**src/kpp_pkg.sv**
```systemverilog
// Shared types, constants and helper functions for keyframe pose playback.
package kpp_pkg;

  localparam logic signed [20:0] PI_Q     = 21'sd205887;
  localparam logic signed [20:0] TWO_PI_Q = 21'sd411774;

  // Shared divider widths: play time is at most 57 bits, trace length 43 bits.
  localparam int DIV_DW = 57;
  localparam int DIV_VW = 43;

  localparam logic [2:0] REG_POS_GAIN       = 3'd0;
  localparam logic [2:0] REG_HEIGHT_OFFSET  = 3'd1;
  localparam logic [2:0] REG_SPEED_GAIN     = 3'd2;
  localparam logic [2:0] REG_LOOP_ENABLE    = 3'd3;
  localparam logic [2:0] REG_START_DELAY    = 3'd4;
  localparam logic [2:0] REG_FRAME_INTERVAL = 3'd5;
  localparam logic [2:0] REG_FRAME_COUNT    = 3'd6;

  typedef struct packed {
    logic               present;
    logic signed [18:0] yaw;
    logic signed [31:0] z;
    logic signed [31:0] y;
    logic signed [31:0] x;
  } entry_t;

  typedef struct packed {
    logic start;
    logic [DIV_DW-1:0] dividend;
    logic [DIV_VW-1:0] divisor;
  } div_req_t;

  typedef struct packed {
    logic done;
    logic [DIV_DW-1:0] quotient;
    logic [DIV_VW-1:0] remainder;
  } div_rsp_t;

  function automatic logic signed [20:0] wrap_pi(input logic signed [20:0] a);
    logic signed [20:0] r;
    r = a;
    if (a > PI_Q) r = a - TWO_PI_Q;
    else if (a < -PI_Q) r = a + TWO_PI_Q;
    return r;
  endfunction

  function automatic logic [31:0] sat32(input logic signed [44:0] v);
    logic [31:0] r;
    r = v[31:0];
    if (v > 45'sd2147483647) r = 32'h7fffffff;
    else if (v < -45'sd2147483648) r = 32'h80000000;
    return r;
  endfunction

endpackage

```
**src/kpp_div.sv**
```systemverilog
// Restoring divider, one quotient bit per cycle.
module kpp_div (
  input  logic                clk,
  input  logic                rst,
  input  kpp_pkg::div_req_t   req,
  output kpp_pkg::div_rsp_t   rsp
);
  import kpp_pkg::*;

  localparam int CNTW = $clog2(DIV_DW + 1);

  logic              busy;
  logic              done;
  logic [CNTW-1:0]   cnt;
  logic [DIV_DW-1:0] quo;
  logic [DIV_VW-1:0] rem;
  logic [DIV_VW-1:0] dvs;
  logic [DIV_VW:0]   trial;
  logic              ge;
  logic [DIV_VW:0]   rem_next;

  assign trial    = {rem, quo[DIV_DW-1]};
  assign ge       = trial >= {1'b0, dvs};
  assign rem_next = ge ? trial - {1'b0, dvs} : trial;

  always_ff @(posedge clk) begin
    if (rst) begin
      busy <= 1'b0;
      done <= 1'b0;
      cnt  <= '0;
    end else begin
      done <= 1'b0;
      if (req.start) begin
        busy <= 1'b1;
        cnt  <= CNTW'(DIV_DW);
      end else if (busy) begin
        cnt <= cnt - 1'b1;
        if (cnt == CNTW'(1)) begin
          busy <= 1'b0;
          done <= 1'b1;
        end
      end
    end
  end

  always_ff @(posedge clk) begin
    if (req.start) begin
      quo <= req.dividend;
      rem <= '0;
      dvs <= req.divisor;
    end else if (busy) begin
      quo <= {quo[DIV_DW-2:0], ge};
      rem <= rem_next[DIV_VW-1:0];
    end
  end

  assign rsp.done      = done;
  assign rsp.quotient  = quo;
  assign rsp.remainder = rem;
endmodule

```
**config.mk**
```make
export PLATFORM = sky130hd
export DESIGN_NAME = kpp_div
export DESIGN_NICKNAME = d
export VERILOG_FILES = /design/src/kpp_pkg.sv /design/src/kpp_div.sv
export SDC_FILE = /design/constraint.sdc
export NUM_CORES = 1
export LEC_CHECK = 0
export BUFFER_PORTS_ARGS = -buffer_cell sky130_fd_sc_hd__buf_4
export CAP_MARGIN = 20
export CORE_MARGIN = 8
export CORE_UTILIZATION = 31
export CTS_CLUSTER_SIZE = 28
export DETAILED_ROUTE_END_ITERATION = 6
export PLACE_DENSITY = 0.57
export SKIP_CTS_REPAIR_TIMING = 1
export SYNTH_ARGS = -nofsm -noshare
export SYNTH_HDL_FRONTEND = slang
export SYNTH_SLANG_ARGS = --single-unit
```
**constraint.sdc**
```tcl
create_clock -name clk -period 2.9 [get_ports clk]
set_input_delay 0.145 -clock clk [delete_from_list [all_inputs] [get_ports clk]]
set_output_delay 0.145 -clock clk [all_outputs]
set_load 0.02 [all_outputs]
```
Word-level counts from Yosys, hierarchy flattened
Index checks and enable logic that the tools add are counted.
- bits in registers: 151
- input bits: 103
- output and inout bits: 101
- word-level logic and storage cells: 24
- $add $sub $neg: 2
- order comparisons: 1
- eq/ne operators: 1
- muxes and demuxes: 9
- bitwise operators: 1
- reduce and logical (&&, ||, !) cells: 3
- operators by type and width (operator ; number):
    57-bit 2-to-1 mux ; 2
    44-bit by 43-bit greater-or-equal comparator with 1-bit output ; 1
    43-bit 2-to-1 mux ; 1
    43-bit subtractor ; 1
    6-bit 2-to-1 mux ; 2
    6-bit by 1-bit equality test with 1-bit output (second input constant) ; 1
    6-bit by 1-bit subtractor with 6-bit output (second input constant) ; 1
    1-bit 2-to-1 mux ; 4
    3-bit OR reduction ; 1
    2-bit nonzero test ; 1
    2-bit OR reduction ; 1
    1-bit inverter ; 1

Longest topological paths before layout
- depth in word-level cells: 4
- depth in mapped cells: 13
- gate-level depth less buffers: 12

Least setup slack after synthesis
OpenSTA, ideal clock, no wires.
- path type: reg-to-reg
- start point: register rem[17]
- end point: register rem[41]
- library setup time: 92 ps
- data arrival time: 2883 ps
- required time: 2808 ps
- setup slack: -76 ps
- stages on the path, launching flop included: 12
- buffers on the path: 1
- clock period less this slack: 2976 ps
- cells stage by stage: dfxtp_1 > ha_1 > buf_6 > a21oi_4 > o21bai_1 > a2111o_1 > a41oi_2 > a211oi_1 > or4_4 > nand4_1 > mux2_1 > o32ai_1
- word-level cells in the longest chain between the ends: 2
- elaborated cells on any way between the ends: 3
- classes of those cells: add/sub (1); order compare (1); mux (1)
- ends and longest elaborated chain (what ; line ; text):
    from (decl) ; kpp_div.sv:16 ; logic [DIV_VW-1:0] rem;
    from (signal assigned) ; kpp_div.sv:53 ; rem <= rem_next[DIV_VW-1:0];
    43-bit subtractor / 44-bit by 43-bit greater-or-equal comparator with 1-bit output (equally long branches) ; kpp_div.sv:24, kpp_div.sv:23 ;
    43-bit 2-to-1 mux * ; kpp_div.sv:24 ; assign rem_next = ge ? trial - {1'b0, dvs} : trial;
Mark *: on every way between the ends. The rest lies on a longest branch, timed or not.
A chain may end at the register's enable or synchronous reset.

Final worst setup path
- start point: register dvs[14]
- end point: register rem[41]
- word-level cells in the longest chain between the ends: 2
- elaborated cells on any way between the ends: 3
- classes of those cells: add/sub (1); order compare (1); mux (1)
- ends and longest elaborated chain (what ; line ; text):
    from (decl) ; kpp_div.sv:17 ; logic [DIV_VW-1:0] dvs;
    from (signal assigned) ; kpp_div.sv:50 ; dvs <= req.divisor;
    43-bit subtractor / 44-bit by 43-bit greater-or-equal comparator with 1-bit output (equally long branches) ; kpp_div.sv:24, kpp_div.sv:23 ;
    43-bit 2-to-1 mux * ; kpp_div.sv:24 ;
Marked as above.

==> key figures <==
STA
  – Pins Over Slew Limit: 0
  – Final setup margin: -0.000107 ns
  – Max Clock Skew: 0.0135 ns
  – Achievable Freq: 0.345 GHz
  – Setup_tns: -0.000107 ns
  – Worst Tran Pin Value: 0.754 ns
  – Rel. slew slack: 49.7%
  – RSZ-0062 raised after global routing: yes
  – Final setup fails: 1
  – Final worst path period share: 100%
  – Hold Vio Cnt, Final: 0
  – Min cycle time layout: 2.90 ns

Worst setup path
  – Critical path data required time: 3.25 ns
  – Flop2flop setup slack: -0.0001 ns
  – R2R cell count: 11
  – Worst Path Buf+Inv: 1
  – Arrival time of the worst setup path: 3.25 ns
  – CP peak stage delay: 0.56 ns
  – CP top delay family: compound AO/OA/AOI/OAI gates
  – Reg2reg start: dvs[14]
  – Slowest CP cell: or4_4
  – Critical path depth: 11
  – Crit Path Category: reg -> reg
  – CP startpoint kind: register
  – Worst setup EP type: register
  – CP Max Fanout: 4
  – R2r endpoint: rem[41]
  – Crit path cell chain: inv_1 > ha_1 > a21oi_2 > nor2_1 > a2111o_1 > a41oi_2 > a211oi_4 > or4_4 > nand4_1 > mux2_4 > o32ai_2

Synthesis
  – XOR/XNOR Fraction of Synth Area: 4.32%
  – Post-synth cell types: 63
  – Yosys top cell by area: edfxtp_1
  – Ys flop type: edfxtp_1
  – Sequential area share after synthesis: 47.3%
  – Mapped Area: 0.00851 mm²
  – Adder-Cell Fraction of Synth Area: 6.85%
  – Largest family of logic cells by synthesized area: compound AO/OA/AOI/OAI gates
  – Compound-Gate Fraction of Synth Area: 15.2%
  – Async SR Flop Fraction: 0%
  – Number of flops mapped to enable cells by yosys: 100
  – Syn Nets: 992
  – Area contributors post-synth: edfxtp_1 (35%), dfxtp_1 (12%), mux2_2 (7.5%)
  – Synth Area per Inst: 10.1 µm²
  – Top-area cell type share of the netlist area: 35.3%
  – Fraction of the mapped netlist area in simple logic gates: 12.7%
  – Post-Synthesis Cells: 843
  – Register bit count reported by yosys: 151
  – Yosys warning total: 0
  – Post-synthesis mux area share: 8.96%

Flow run
  – Maximum capacitance violations: 0

Drt
  – Detail Route Antenna Nets: 0
  – Routed via count: 7618
  – WL final: 27200 µm
  – Drt wl/cell: 17.7 µm
  – Drt via density: 4.94
  – Drt initial violations: 362
  – Detailed-router iteration count before antenna repair: 7
  – DRC errors left: 0

Final layout
  – Fin nets: 1338
  – Fill count: 2491
  – Area grow syn2layout: 49.7%
  – Finished Core Util: 47.3%
  – Layout cells sized above 1: 37.1%
  – Ant. Diodes: 0

Global routing
  – Vias in the first global route: 7535
  – Largest net degree at the start of global routing: 58
  – All-layer global routing usage: 15.7%
  – First-pass GRT wire length: 41100 µm
  – Grt ovf: 0
  – Initial antenna violation count: 0

Clock network
  – Sink Count: 151
  – Clk Latency, worst-skew pair: 0.44 ns
  – Num CTS Buffers: 17
  – Clock Path Buffers: 2
  – Clock tree from TritonCTS: done
  – Root Driver: clkbuf_16
  – CTS clk-pin slew, worst paths: 0.07 ns
  – H-tree Lvls: 4

Die
  – Core Rows: 60
  – Die area: 0.0330 mm²
  – Core Area: 0.0270 mm²
  – Top-Level Pins: 204
  – Initial Util: 31.6%
  – Die W: 182 µm
  – Die height: 182 µm

Status
  – Failing checks: negative setup slack
  – Status: finished, violations left

Pwr
  – Pwr dens: 544 mW/mm²
  – Total Power: 6.94 mW
  – Max VDD drop: 0.000395 V
  – Static Leakage: 5.39 nW

Min path
  – Worst Hold Launch: req[53]
  – Min-delay worst type: in -> reg
  – Worst hold path endpoint: quo[10]
  – Hold path depth: 2

Placement
  – Placer Congestion: 0.869
  – DP Wirelength: 19800 µm
  – PortBufs: 203
## how the worst max path moves through the flow
stage	start	endpoint
after global placement	dvs[18]	rem[41]
after global routing	dvs[18]	rem[41]
after CTS	quo[56]	rem[39]
after detailed placement	dvs[18]	rem[41]
final	dvs[14]	rem[41]
after floorplan	rem[17]	rem[41]
## layout make-up
| cell class | instances | area, µm² | share of cell area (%) |
|---|---|---|---|
| tap | 341 | 427 | 3.35 |
| clock inverter | 14 | 154 | 1.21 |
| sequential | 151 | 4030 | 31.6 |
| inverter | 57 | 214 | 1.68 |
| timing repair buffer | 370 | 3090 | 24.2 |
| clock buffer | 18 | 429 | 3.37 |
| multi-input combinational | 592 | 4410 | 34.6 |
## layout by cell type (no fill, tap or decap), types with 5 or more instances in the layout
cell type      synthesis  layout
a311oi_2               0       5
mux2i_1               11      11
o21ai_1               14      18
nand2b_1               9       7
nor3_1                13      10
a21oi_1               48      45
nor2b_1                7       6
a21o_1                14      14
ha_4                   0       5
mux2_2                57      56
xor2_1                19      19
inv_1                 57      53
buf_12                 0       6
o21ai_0               29      24
buf_4                  1     285
edfxtp_1             100     100
nand2_1              103      98
clkbuf_16              0      19
o21bai_1               9       6
nand4_1               10      10
nor2_1                68      67
a31oi_1                6       5
ha_1                  45      38
nand3_1               11      11
nand2_2                0       5
xnor2_1               23      23
dfxtp_1               51      47
o211ai_1               9       9
inv_6                  0       7
a211oi_2               1       5
dlygate4sd3_1          0      73
a311oi_1              25      20
## state kept, by name, indices dropped and copies added (netlist names)
register  flops
busy          1
cnt           6
done          1
dvs          43
quo          57
rem          43
## kinds of logic (layout without fill, tap and decap cells)
family | after synthesis | in the layout
xor gates and xnor gates | 42 | 42
adders and majority gates | 46 | 46
and+or+nand+nor | 242 | 242
buffers and inverters | 100 | 459
muxes | 69 | 69
DFF | 151 | 151
AOI/OAI and AO/OA | 193 | 193
## metal layers
layer	vias up	GRT usage (%)	part of all wire, %
met5	-	0	0
met4	0	4.72	1.5
met3	27	6.69	8.1
met2	224	24.9	47
met1	3603	19.0	43
li1	3764	-	-
## worst register-to-register path, cell delays in order (launching register included)
cell and delay [ns]:
edfxtp_1 0.36, inv_1 0.06, ha_1 0.24, a21oi_2 0.16
nor2_1 0.06, a2111o_1 0.39, a41oi_2 0.23, a211oi_4 0.12
or4_4 0.56, nand4_1 0.12, mux2_4 0.31, o32ai_2 0.20
## per-stage QoR
step | worst slack [ns] | instance area (µm²) | cells | hold WS (ns)
finish | -0.000107 | 12700 | 1543 | 0.00954
global route | -0.122 | 12700 | 1543 | -0.00189
CTS | -0.191 | 11600 | 1462 | -0.149
detailed placement | -0.164 | 11000 | 1430 | 0.324
global placement | -0.0742 | 11000 | 1430 | 0.324
floorplan | 0.0117 | 8520 | 843 | 0.244
## report_power, final
part	internal [mW]	switching, mW	total, mW
logic	0.985	1.07	2.05
registers	2.52	0.121	2.64
clock network	1.22	1.03	2.25
total	4.72	2.22	6.94
## synth_stat cells, types with 2 or more instances
cell and n:
nor3_1 13, dfxtp_1 51, xor2_1 19, a31oi_1 6, o21ai_0 29, o21bai_1 9, inv_1 57, mux2i_1 11
and3_1 5, a21o_1 14, edfxtp_1 100, buf_6 2, nand3b_1 2, nor2_1 68, mux2_2 57, o2111ai_1 2
nand4_1 10, nor4_1 3, o41ai_1 2, buf_2 4, o211ai_1 9, ha_1 45, o21a_1 2, a211oi_1 10
nor2b_1 7, o32a_1 2, xnor2_1 23, o21ai_1 14, nand2b_1 9, o31ai_1 2, a41oi_1 2, o31a_1 2
nand2_1 103, a311oi_1 25, a2111oi_0 2, buf_1 7, and4_1 3, nand3_1 11, clkbuf_1 29, nor3b_1 2
a21oi_1 48
Note: power is estimated with default switching activity, not from simulation.
