### src/kpp_ram.sv
// Generic simple dual-port RAM with registered read data.
module kpp_ram #(
  parameter int W     = 8,
  parameter int DEPTH = 16
) (
  input  logic                     clk,
  input  logic                     we,
  input  logic [$clog2(DEPTH)-1:0] waddr,
  input  logic [W-1:0]             wdata,
  input  logic [$clog2(DEPTH)-1:0] raddr,
  output logic [W-1:0]             rdata
);
  logic [W-1:0] mem [DEPTH];

  always_ff @(posedge clk) begin
    if (we) begin
      mem[waddr] <= wdata;
    end
    rdata <= mem[raddr];
  end
endmodule

### config.mk
export PLATFORM = sky130hd
export DESIGN_NAME = kpp_ram
export DESIGN_NICKNAME = d
export VERILOG_FILES = /design/src/kpp_ram.sv
export SDC_FILE = /design/constraint.sdc
export NUM_CORES = 1
export LEC_CHECK = 0
export BUFFER_PORTS_ARGS = -buffer_cell sky130_fd_sc_hd__buf_2
export CELL_PAD_IN_SITES_DETAIL_PLACEMENT = 1
export CELL_PAD_IN_SITES_GLOBAL_PLACEMENT = 1
export CORE_ASPECT_RATIO = 1.2
export CORE_MARGIN = 2
export CORE_UTILIZATION = 30
export CTS_BUF_LIST = sky130_fd_sc_hd__clkbuf_8
export DETAILED_ROUTE_END_ITERATION = 10
export GPL_ROUTABILITY_DRIVEN = 0
export PLACE_DENSITY_LB_ADDON = 0.1
export SLEW_MARGIN = 30
export SYNTH_ARGS = -nofsm -noshare
export SYNTH_HDL_FRONTEND = slang
export SYNTH_SLANG_ARGS = --single-unit
### constraint.sdc
create_clock -name clk -period 5.1 [get_ports clk]
set_input_delay 0.51 -clock clk [delete_from_list [all_inputs] [get_ports clk]]
set_output_delay 0.51 -clock clk [all_outputs]
set_load 0.05 [all_outputs]
Yosys cells after proc, flatten, opt, wreduce, memory -nomap -nowiden:

Memories as Yosys holds them, arrays and structs flattened. A register that Yosys moved wholly into a read port is not among the register bits.
Index checks and enable logic that the tools add are counted.

* bits in registers: 0
* bits in writable memories: 128
* bits of input ports: 18
* output and inout bits: 8
* logic and storage cells: 3
* memories kept: 1

Memory list
* mem: depth 16, width 8, read ports 1, clocked after Yosys merged registers in 1, wr ports 1, line 13 `logic [W-1:0] mem [DEPTH];`

* muxes and demuxes: 2

Operator list (count)
* $mux W1: 2

Longest topological paths before layout:

Gate-level depths: netlist of run 1.

* depth in word-level cells: 2
* gate-level depth with buffers: 5
* depth with buffers taken out: 3

Worst setup path before layout of run 1:

Ideal clock, no wire load.

* path kind: input port to flip-flop
* from: input waddr[2]
* to: memory mem[0][0], enable pin
* setup time: 0.383 ns
* arrival: 1.620 ns
* required time: 4.717 ns
* path slack: 3.097 ns
* stages on the path: 2
* path buffers: 0
* cell sequence: or3b_2 > nor3_1

RTL lines
* start: declaration: line 8 `input logic [$clog2(DEPTH)-1:0] waddr,`
* end: declaration: line 13

No word-level cell before the write port.

==> metrics.log, run 1 <==
INFO  metric status = complete, no violations
INFO  metric synth.yosys.seq_area_share = 77.8%
INFO  metric width_of_the_chip = 124 µm
INFO  metric ff2ff_setup_slack = 3.66 ns
INFO  metric final.setup.tns = 0 ns
INFO  metric drive_gt1_share = 31.3%
INFO  metric worst-path-max-fanout = 19
INFO  metric tritoncts = yes
INFO  metric fillerInstances = around 1,600
INFO  metric worst_r2r_path_depth = 3
INFO  metric die_outline_height = 147 µm
INFO  metric first_pass_grt_wire_length = 17,700 µm
INFO  metric clock_tree.htree_level_count = 4
INFO  metric cp_data_required_time = 5.42 ns
INFO  metric final_util = 35.2%
INFO  metric worst_skew_pair_later_pin_latency = about 0.43 ns
INFO  metric final_period_demand_of_the_worst_path = 2.13 ns
INFO  metric antenna_left = 0
INFO  metric mostFrequentLayoutCell = sky130_fd_sc_hd__edfxtp_1
INFO  metric layout.area.seq = about 4000 µm²
INFO  metric drv.max_cap_violation_count = 0
INFO  metric worst_clock_skew = 0.00592 ns
INFO  metric fin_nets = 286
INFO  metric gr_usage_total = 14.4%
INFO  metric holdPathEnd = mem[12][4]
INFO  metric diodes = 0
INFO  metric min_period_over_period = 41.7%
INFO  metric cts.sinks = 136
INFO  metric powerDensity = between 300 and 400 nW/µm²
INFO  metric firstDrtPassIters = 4
INFO  metric whs_path_depth = 1
INFO  metric detailroute.via_count = 2,394
INFO  metric clock_tree.root_cell = sky130_fd_sc_hd__clkbuf_8
INFO  metric fmax = 470 MHz
INFO  metric floorplan.initialDensity = about 30%
INFO  metric clkSlewWorstSetupHoldPaths = 0.08 ns
INFO  metric final_hold_viol_count = 0
INFO  metric timing_worst_slew_pin_value = about 0.9 ns
INFO  metric number_of_cells_after_detailed_placement = 465
INFO  metric multi_input_area = around 1100 µm²
INFO  metric number_of_global_route_vias_before_repair = 2,619
INFO  metric worstHoldStart = wdata[4]
INFO  metric totalWireLength = 11,900 µm
INFO  metric rr_startpoint = mem[6][2]
INFO  metric cts-root-to-sink-buffers = 2
INFO  metric post_cts.resized_instances = 0
INFO  metric syn-instance-count = 229
INFO  metric hold_path.class = in2reg
INFO  metric synth_cell_types = 19
INFO  metric totalPowerFinal = 2.34 mW
INFO  metric die_area = 18,200 µm²
INFO  metric top_level_ports = 26
INFO  metric cts_made_buffers = 17
INFO  metric fin_max_slew_vios = 0
INFO  metric syn-mean-instance-area = roughly 22 µm²
INFO  metric path_class = in2reg
INFO  metric final-instance-count-excl-fill = 497
INFO  metric rows = 52
INFO  metric grt_antenna_before_repair = 0
INFO  metric grt_start_max_net_pins = 33
INFO  metric setup_viol = 0
INFO  metric p_leak = just under 2 nW
INFO  metric cp-start-kind = input pin
INFO  metric grt_overflow = 0
INFO  metric dp.final_hpwl = 7330 µm
INFO  metric cts_setup_buffers = 0
INFO  metric timing.max_slew.rel_slack = 38.5%
INFO  metric initial_drc_count = ~140
INFO  metric routedWlPerCell = 24.0 µm
INFO  metric detail_route.vias_per_cell = 4.82
INFO  metric yosys_warnings = 0
INFO  metric flow.area_growth_from_synthesis = 15.3%
INFO  metric crit_arrival = 2.45 ns
INFO  metric design.core.area = 16,900 µm²
INFO  metric unrepaired_setup_endpoints_after_global_routing = no
INFO  metric destination_of_the_worst_register_to_register_timing_path = rdata[2]
INFO  metric highest_count_cells_in_the_layout_ignoring_fill_and_taps = sky130_fd_sc_hd__edfxtp_1 (128), sky130_fd_sc_hd__buf_2 (25), sky130_fd_sc_hd__mux4_2 (18)
INFO  metric syn-num-nets = 247
INFO  metric syn_area = 5150 µm²
INFO  metric detail_route.drc_violations = 0
INFO  metric ir_drop = 0.176 mV
INFO  metric ys_seq_elements = 136
INFO  metric hold_buffer_count_at_cts = 0
INFO  metric port_buffers = 25
INFO  metric timing.critical_path.to_type = flip-flop
area by class of cell:
| type | instances | share of cell area, % |
|---|---|---|
| clock buffer | 17 | 3.94 |
| clock inverter | 15 | 3.08 |
| multi-input combinational | 83 | 18.2 |
| sequential | 136 | 67.5 |
| tap | 216 | 4.55 |
| timing repair buffer | 30 | 2.74 |
worst max path at each step:
stage | from | end | slack, ns | cells after the start
2_1_floorplan | waddr[2] | mem[0][0] | 3.10 | 2
3_3_place_gp | raddr[0] | rdata[5] | 2.46 | 5
4_1_cts | raddr[0] | rdata[3] | 2.94 | 5
5_1_grt | raddr[0] | rdata[5] | 2.87 | 5
6_report | raddr[0] | rdata[3] | 2.97 | 5
3_5_place_dp | raddr[0] | rdata[3] | 2.45 | 5
cell usage after synthesis (all sizes together):
cell type | n | area share [%]
mux4 | 32 | 15
nand2b | 2 | 0.24
and2 | 1 | 0.12
or3b | 1 | 0.17
edfxtp | 128 | 75
nand3 | 1 | 0.097
nor2 | 13 | 0.95
a22oi | 16 | 2.3
nand3b | 2 | 0.29
nand2 | 9 | 0.66
dfxtp | 8 | 3.1
nor3 | 4 | 0.39
nor2b | 1 | 0.12
clkdlybuf4s25 | 3 | 0.58
and2b | 1 | 0.15
buf | 7 | 1.1
per-stage QoR:
step / instance area, µm² / setup slack, ns / hold WS, ns
4_1_cts: 5940 / 2.94 / 0.431
3_3_place_gp: 5490 / 2.46 / 0.665
5_1_grt: 5940 / 2.87 / 0.448
3_5_place_dp: 5520 / 2.45 / 0.670
2_1_floorplan: 5150 / 3.10 / 0.609
6_report: 5940 / 2.97 / 0.462
power by group:
group | internal (mW) | switching (mW) | leakage (nW)
Clock | 0.525 | 0.415 | 0.204
Combinational | 0.0459 | 0.0959 | 0.495
Sequential | 1.25 | 0.00657 | 1.22
Total | 1.82 | 0.517 | 1.92
registers in the layout, summed over array words and instances, names as in the netlist:
register and cells:
rdata 8, mem 128
critical path: stages:
cell and delay [ns]:
sky130_fd_sc_hd__buf_2 0.52, sky130_fd_sc_hd__buf_4 0.40, sky130_fd_sc_hd__mux4_1 0.60, sky130_fd_sc_hd__a22oi_1 0.32, sky130_fd_sc_hd__nand2_1 0.08
logic make-up after synthesis:
family,after synthesis,share of synthesized area [%]
compound gates,16,2.33
buf+inv,10,1.68
flops,136,77.8
simple gates,35,3.18
mux,32,15.0
layer usage:
| layer | up-vias | global-route usage (%) | share of wire, % |
|---|---|---|---|
| met5 | - | 0 | 0 |
| met4 | 0 | 5.11 | 1.4 |
| met3 | 9 | 3.97 | 3.0 |
| met2 | 48 | 22.4 | 49 |
| met1 | 1291 | 19.4 | 47 |
| li1 | 1046 | - | - |
Note: power is estimated with default switching activity, not from simulation.
==> inputs of run 2 (changes only) <==
==> constraint.sdc (replaced) <==
create_clock -name clk -period 1.8 [get_ports clk]
set_input_delay 0.18 -clock clk [delete_from_list [all_inputs] [get_ports clk]]
set_output_delay 0.18 -clock clk [all_outputs]
set_load 0.05 [all_outputs]
==> run 2 against run 1 <==
Total power rose to 2.9 times the previous value. Cell count up 4.6%. Critical path depth is 2 lower. Sequential share of layout area fell by 2.3 points. Highest routed layer unchanged. Setup slack lost 2.6 ns. Final area is 3.6% higher. Non-clock buffer count increased by 23. Via count increased by 2.8%. Hold slack got worse by 0.33 ns. Sequential power grew to 2.8 times the previous value. Global-route usage fell by 0.24 points. Critical endpoint is now rdata[0].
==> metrics.log, run 2 (synthesized netlist as in run 1, its figures left out) <==
INFO  metric cts_made_buffers = 17 (unchanged)
INFO  metric firstDrtPassIters = 4 (unchanged)
INFO  metric fin_max_slew_vios = 0 (unchanged)
INFO  metric routedWlPerCell = 22.2 µm (-7.2%)
INFO  metric power.sequential.fraction = 52.5% (-1.2 points)
INFO  metric detailed_place.area = 5700 µm² (+3.4%)
INFO  metric drive_gt1_share = 33.2% (+1.9 points)
INFO  metric number_of_cells_after_detailed_placement = 488 (+4.9%)
INFO  metric cp-start-kind = flip-flop
INFO  metric grt_overflow = 0 (unchanged)
INFO  metric powerDensity = 1100 nW/µm² (+180%)
INFO  metric timing.final.ws_setup = 0.401 ns (-2.57 ns)
INFO  metric cts-root-to-sink-buffers = 2 (unchanged)
INFO  metric mostFrequentLayoutCell = sky130_fd_sc_hd__edfxtp_1
INFO  metric route.met3.wl = 337 µm (-5.6%)
INFO  metric post_cts.resized_instances = 0 (unchanged)
INFO  metric multi_input_area = 1060 µm² (-2.3%)
INFO  metric drv.max_cap_violation_count = 0 (unchanged)
INFO  metric timing.max_slew.rel_slack = 71.0% (+33 points)
INFO  metric rr_startpoint = mem[0][0]
INFO  metric registers.top_by_ff_count = mem
INFO  metric worst-path-max-fanout = 1 (-18)
INFO  metric worst_clock_skew = 0.00930 ns (+0.00338 ns)
INFO  metric totalPowerFinal = 6.77 mW (+190%)
INFO  metric initial_drc_count = 140 (+2.2%)
INFO  metric antenna_left = 0 (unchanged)
INFO  metric detail_route.vias_per_cell = 4.73 (-1.8%)
INFO  metric number_of_global_route_vias_before_repair = 2,743 (+4.7%)
INFO  metric final_util = 36.5% (+1.3 points)
INFO  metric timing.critical_path.to_type = flip-flop
INFO  metric whs_path_depth = 1 (unchanged)
INFO  metric worst_skew_pair_later_pin_latency = 0.44 ns (about the same)
INFO  metric rows = 52 (unchanged)
INFO  metric ff2ff_setup_slack = 0.40 ns (-3.26 ns)
INFO  metric min_period_over_period = 77.7%
INFO  metric detail_route.drc_violations = 0 (unchanged)
INFO  metric cts.sinks = 136 (unchanged)
INFO  metric top_regs = mem (128), rdata (8)
INFO  metric pre_cts_slack = 0.151 ns (-2.30 ns)
INFO  metric fillerInstances = 1,627 (-0.25%)
INFO  metric grt_start_max_net_pins = 33 (unchanged)
INFO  metric ir_drop = 0.349 mV (+98%)
INFO  metric route.layer.met1.wl = 5310 µm (-5.1%)
INFO  metric holdPathEnd = mem[7][0]
INFO  metric worstHoldStart = wdata[0]
INFO  metric totalWireLength = 11,600 µm (-2.9%)
INFO  metric first_pass_grt_wire_length = 17,700 µm (+0.23%)
INFO  metric final-instance-count-excl-fill = 520 (+4.6%)
INFO  metric final_period_demand_of_the_worst_path = 1.40 ns
INFO  metric hold_buffer_count_at_cts = 0 (unchanged)
INFO  metric die_outline_height = 147 µm (unchanged)
INFO  metric flow.area_growth_from_synthesis = 19.4%
INFO  metric width_of_the_chip = 124 µm (unchanged)
INFO  metric design.core.area = 16,900 µm² (unchanged)
INFO  metric unrepaired_setup_endpoints_after_global_routing = no
INFO  metric dp.final_hpwl = 7560 µm (+3.1%)
INFO  metric tritoncts = yes
INFO  metric power.switching = 1.46 mW (+180%)
INFO  metric cts_setup_buffers = 0 (unchanged)
INFO  metric route.met2.wl = 5760 µm (-0.54%)
INFO  metric layout.area.seq = 4000 µm² (unchanged)
INFO  metric power.combinational.fraction = 6.2% (about the same)
INFO  metric top_level_ports = 26 (unchanged)
INFO  metric clkSlewWorstSetupHoldPaths = 0.08 ns (about the same)
INFO  metric worst_r2r_path_depth = 3 (unchanged)
INFO  metric diodes = 0 (unchanged)
INFO  metric p_leak = 2.08 nW (+8.1%)
INFO  metric largest_register_ff_count = 128 (unchanged)
INFO  metric crit_arrival = 1.71 ns (-0.74 ns)
INFO  metric design_area = 6150 µm² (+3.6%)
INFO  metric final_hold_viol_count = 0 (unchanged)
INFO  metric cp_data_required_time = 2.11 ns (-3.31 ns)
INFO  metric share_clk_of_total_power = 41.3% (+1.1 points)
INFO  metric highest_count_cells_in_the_layout_ignoring_fill_and_taps = sky130_fd_sc_hd__edfxtp_1 (128), sky130_fd_sc_hd__buf_2 (25), sky130_fd_sc_hd__buf_4 (25)
INFO  metric detailroute.via_count = 2,460 (+2.8%)
INFO  metric path_class = reg2reg
INFO  metric hold_slack = 0.129 ns (-0.333 ns)
INFO  metric gr_usage_total = 14.2% (-0.24 points)
INFO  metric clock_tree.htree_level_count = 4 (unchanged)
INFO  metric die_area = 18,200 µm² (unchanged)
INFO  metric fin_nets = 309 (+8.0%)
INFO  metric final.setup.tns = 0 ns (unchanged)
INFO  metric destination_of_the_worst_register_to_register_timing_path = rdata[0]
INFO  metric grt_antenna_before_repair = 0 (unchanged)
INFO  metric clock_tree.root_cell = sky130_fd_sc_hd__clkbuf_8
INFO  metric topRoutingLayerUsed = met4
INFO  metric fmax = 715 MHz
INFO  metric floorplan.initialDensity = 30.5% (unchanged)
INFO  metric timing_worst_slew_pin_value = 0.434 ns (-0.485 ns)
INFO  metric status = complete, no violations
INFO  metric hold_path.class = in2reg
INFO  metric setup_viol = 0 (unchanged)
INFO  metric sw_frac_of_total = 21.5% (-0.63 points)
INFO  metric power_report.internal_total = 5.32 mW (+190%)
INFO  metric port_buffers = 25 (unchanged)
## run 2: cell count changes in the layout (fill, tap and decap cells not counted), moves of 2 or more
cell / delta
sky130_fd_sc_hd__buf_12: +3
sky130_fd_sc_hd__buf_4: +20
sky130_fd_sc_hd__nor2_2: -10
sky130_fd_sc_hd__clkinv_4: +2
sky130_fd_sc_hd__nor2_1: +10
## run 2: power by group through the flow
stage	Sequential, mW	Clock, mW	Combinational (mW)
after floorplan	3.70	0	0.180
after global routing	3.56	3.00	0.457
final	3.56	2.80	0.417
after detailed placement	3.63	0	0.429
after global placement	3.63	0	0.425
after CTS	3.56	2.88	0.431
## run 2: per-layer routing
| layer | vias to the layer above | track usage (%) |
|---|---|---|
| met1 | 1304 | 18.9 |
| met4 | 0 | 5.28 |
| met3 | 11 | 3.90 |
| met2 | 49 | 22.0 |
| li1 | 1096 | - |
| met5 | - | 0 |
## run 2: worst max path at each step
stage	slack (ns)	endpoint	startpoint	depth (start not counted)
after global placement	0.13	rdata[3]	raddr[0]	5
after detailed placement	0.15	rdata[3]	raddr[0]	5
after floorplan	0.13	mem[0][0]	waddr[2]	2
final	0.40	rdata[0]	mem[0][0]	3
after global routing	0.33	rdata[0]	mem[0][0]	3
after CTS	0.41	rdata[5]	mem[1][5]	3
## run 2: final cells by class
class	count	share of cell area [%]
sequential	136	65.1
timing repair buffer	53	6.07
clock inverter	15	3.40
tap	216	4.40
clock buffer	17	3.81
multi-input combinational	83	17.2
## run 2: worst max-delay path, cell delays in order, from the launching register on
cell,delay [ns]
sky130_fd_sc_hd__edfxtp_1,0.37
sky130_fd_sc_hd__mux4_1,0.50
sky130_fd_sc_hd__a22oi_1,0.29
sky130_fd_sc_hd__nand2_1,0.11
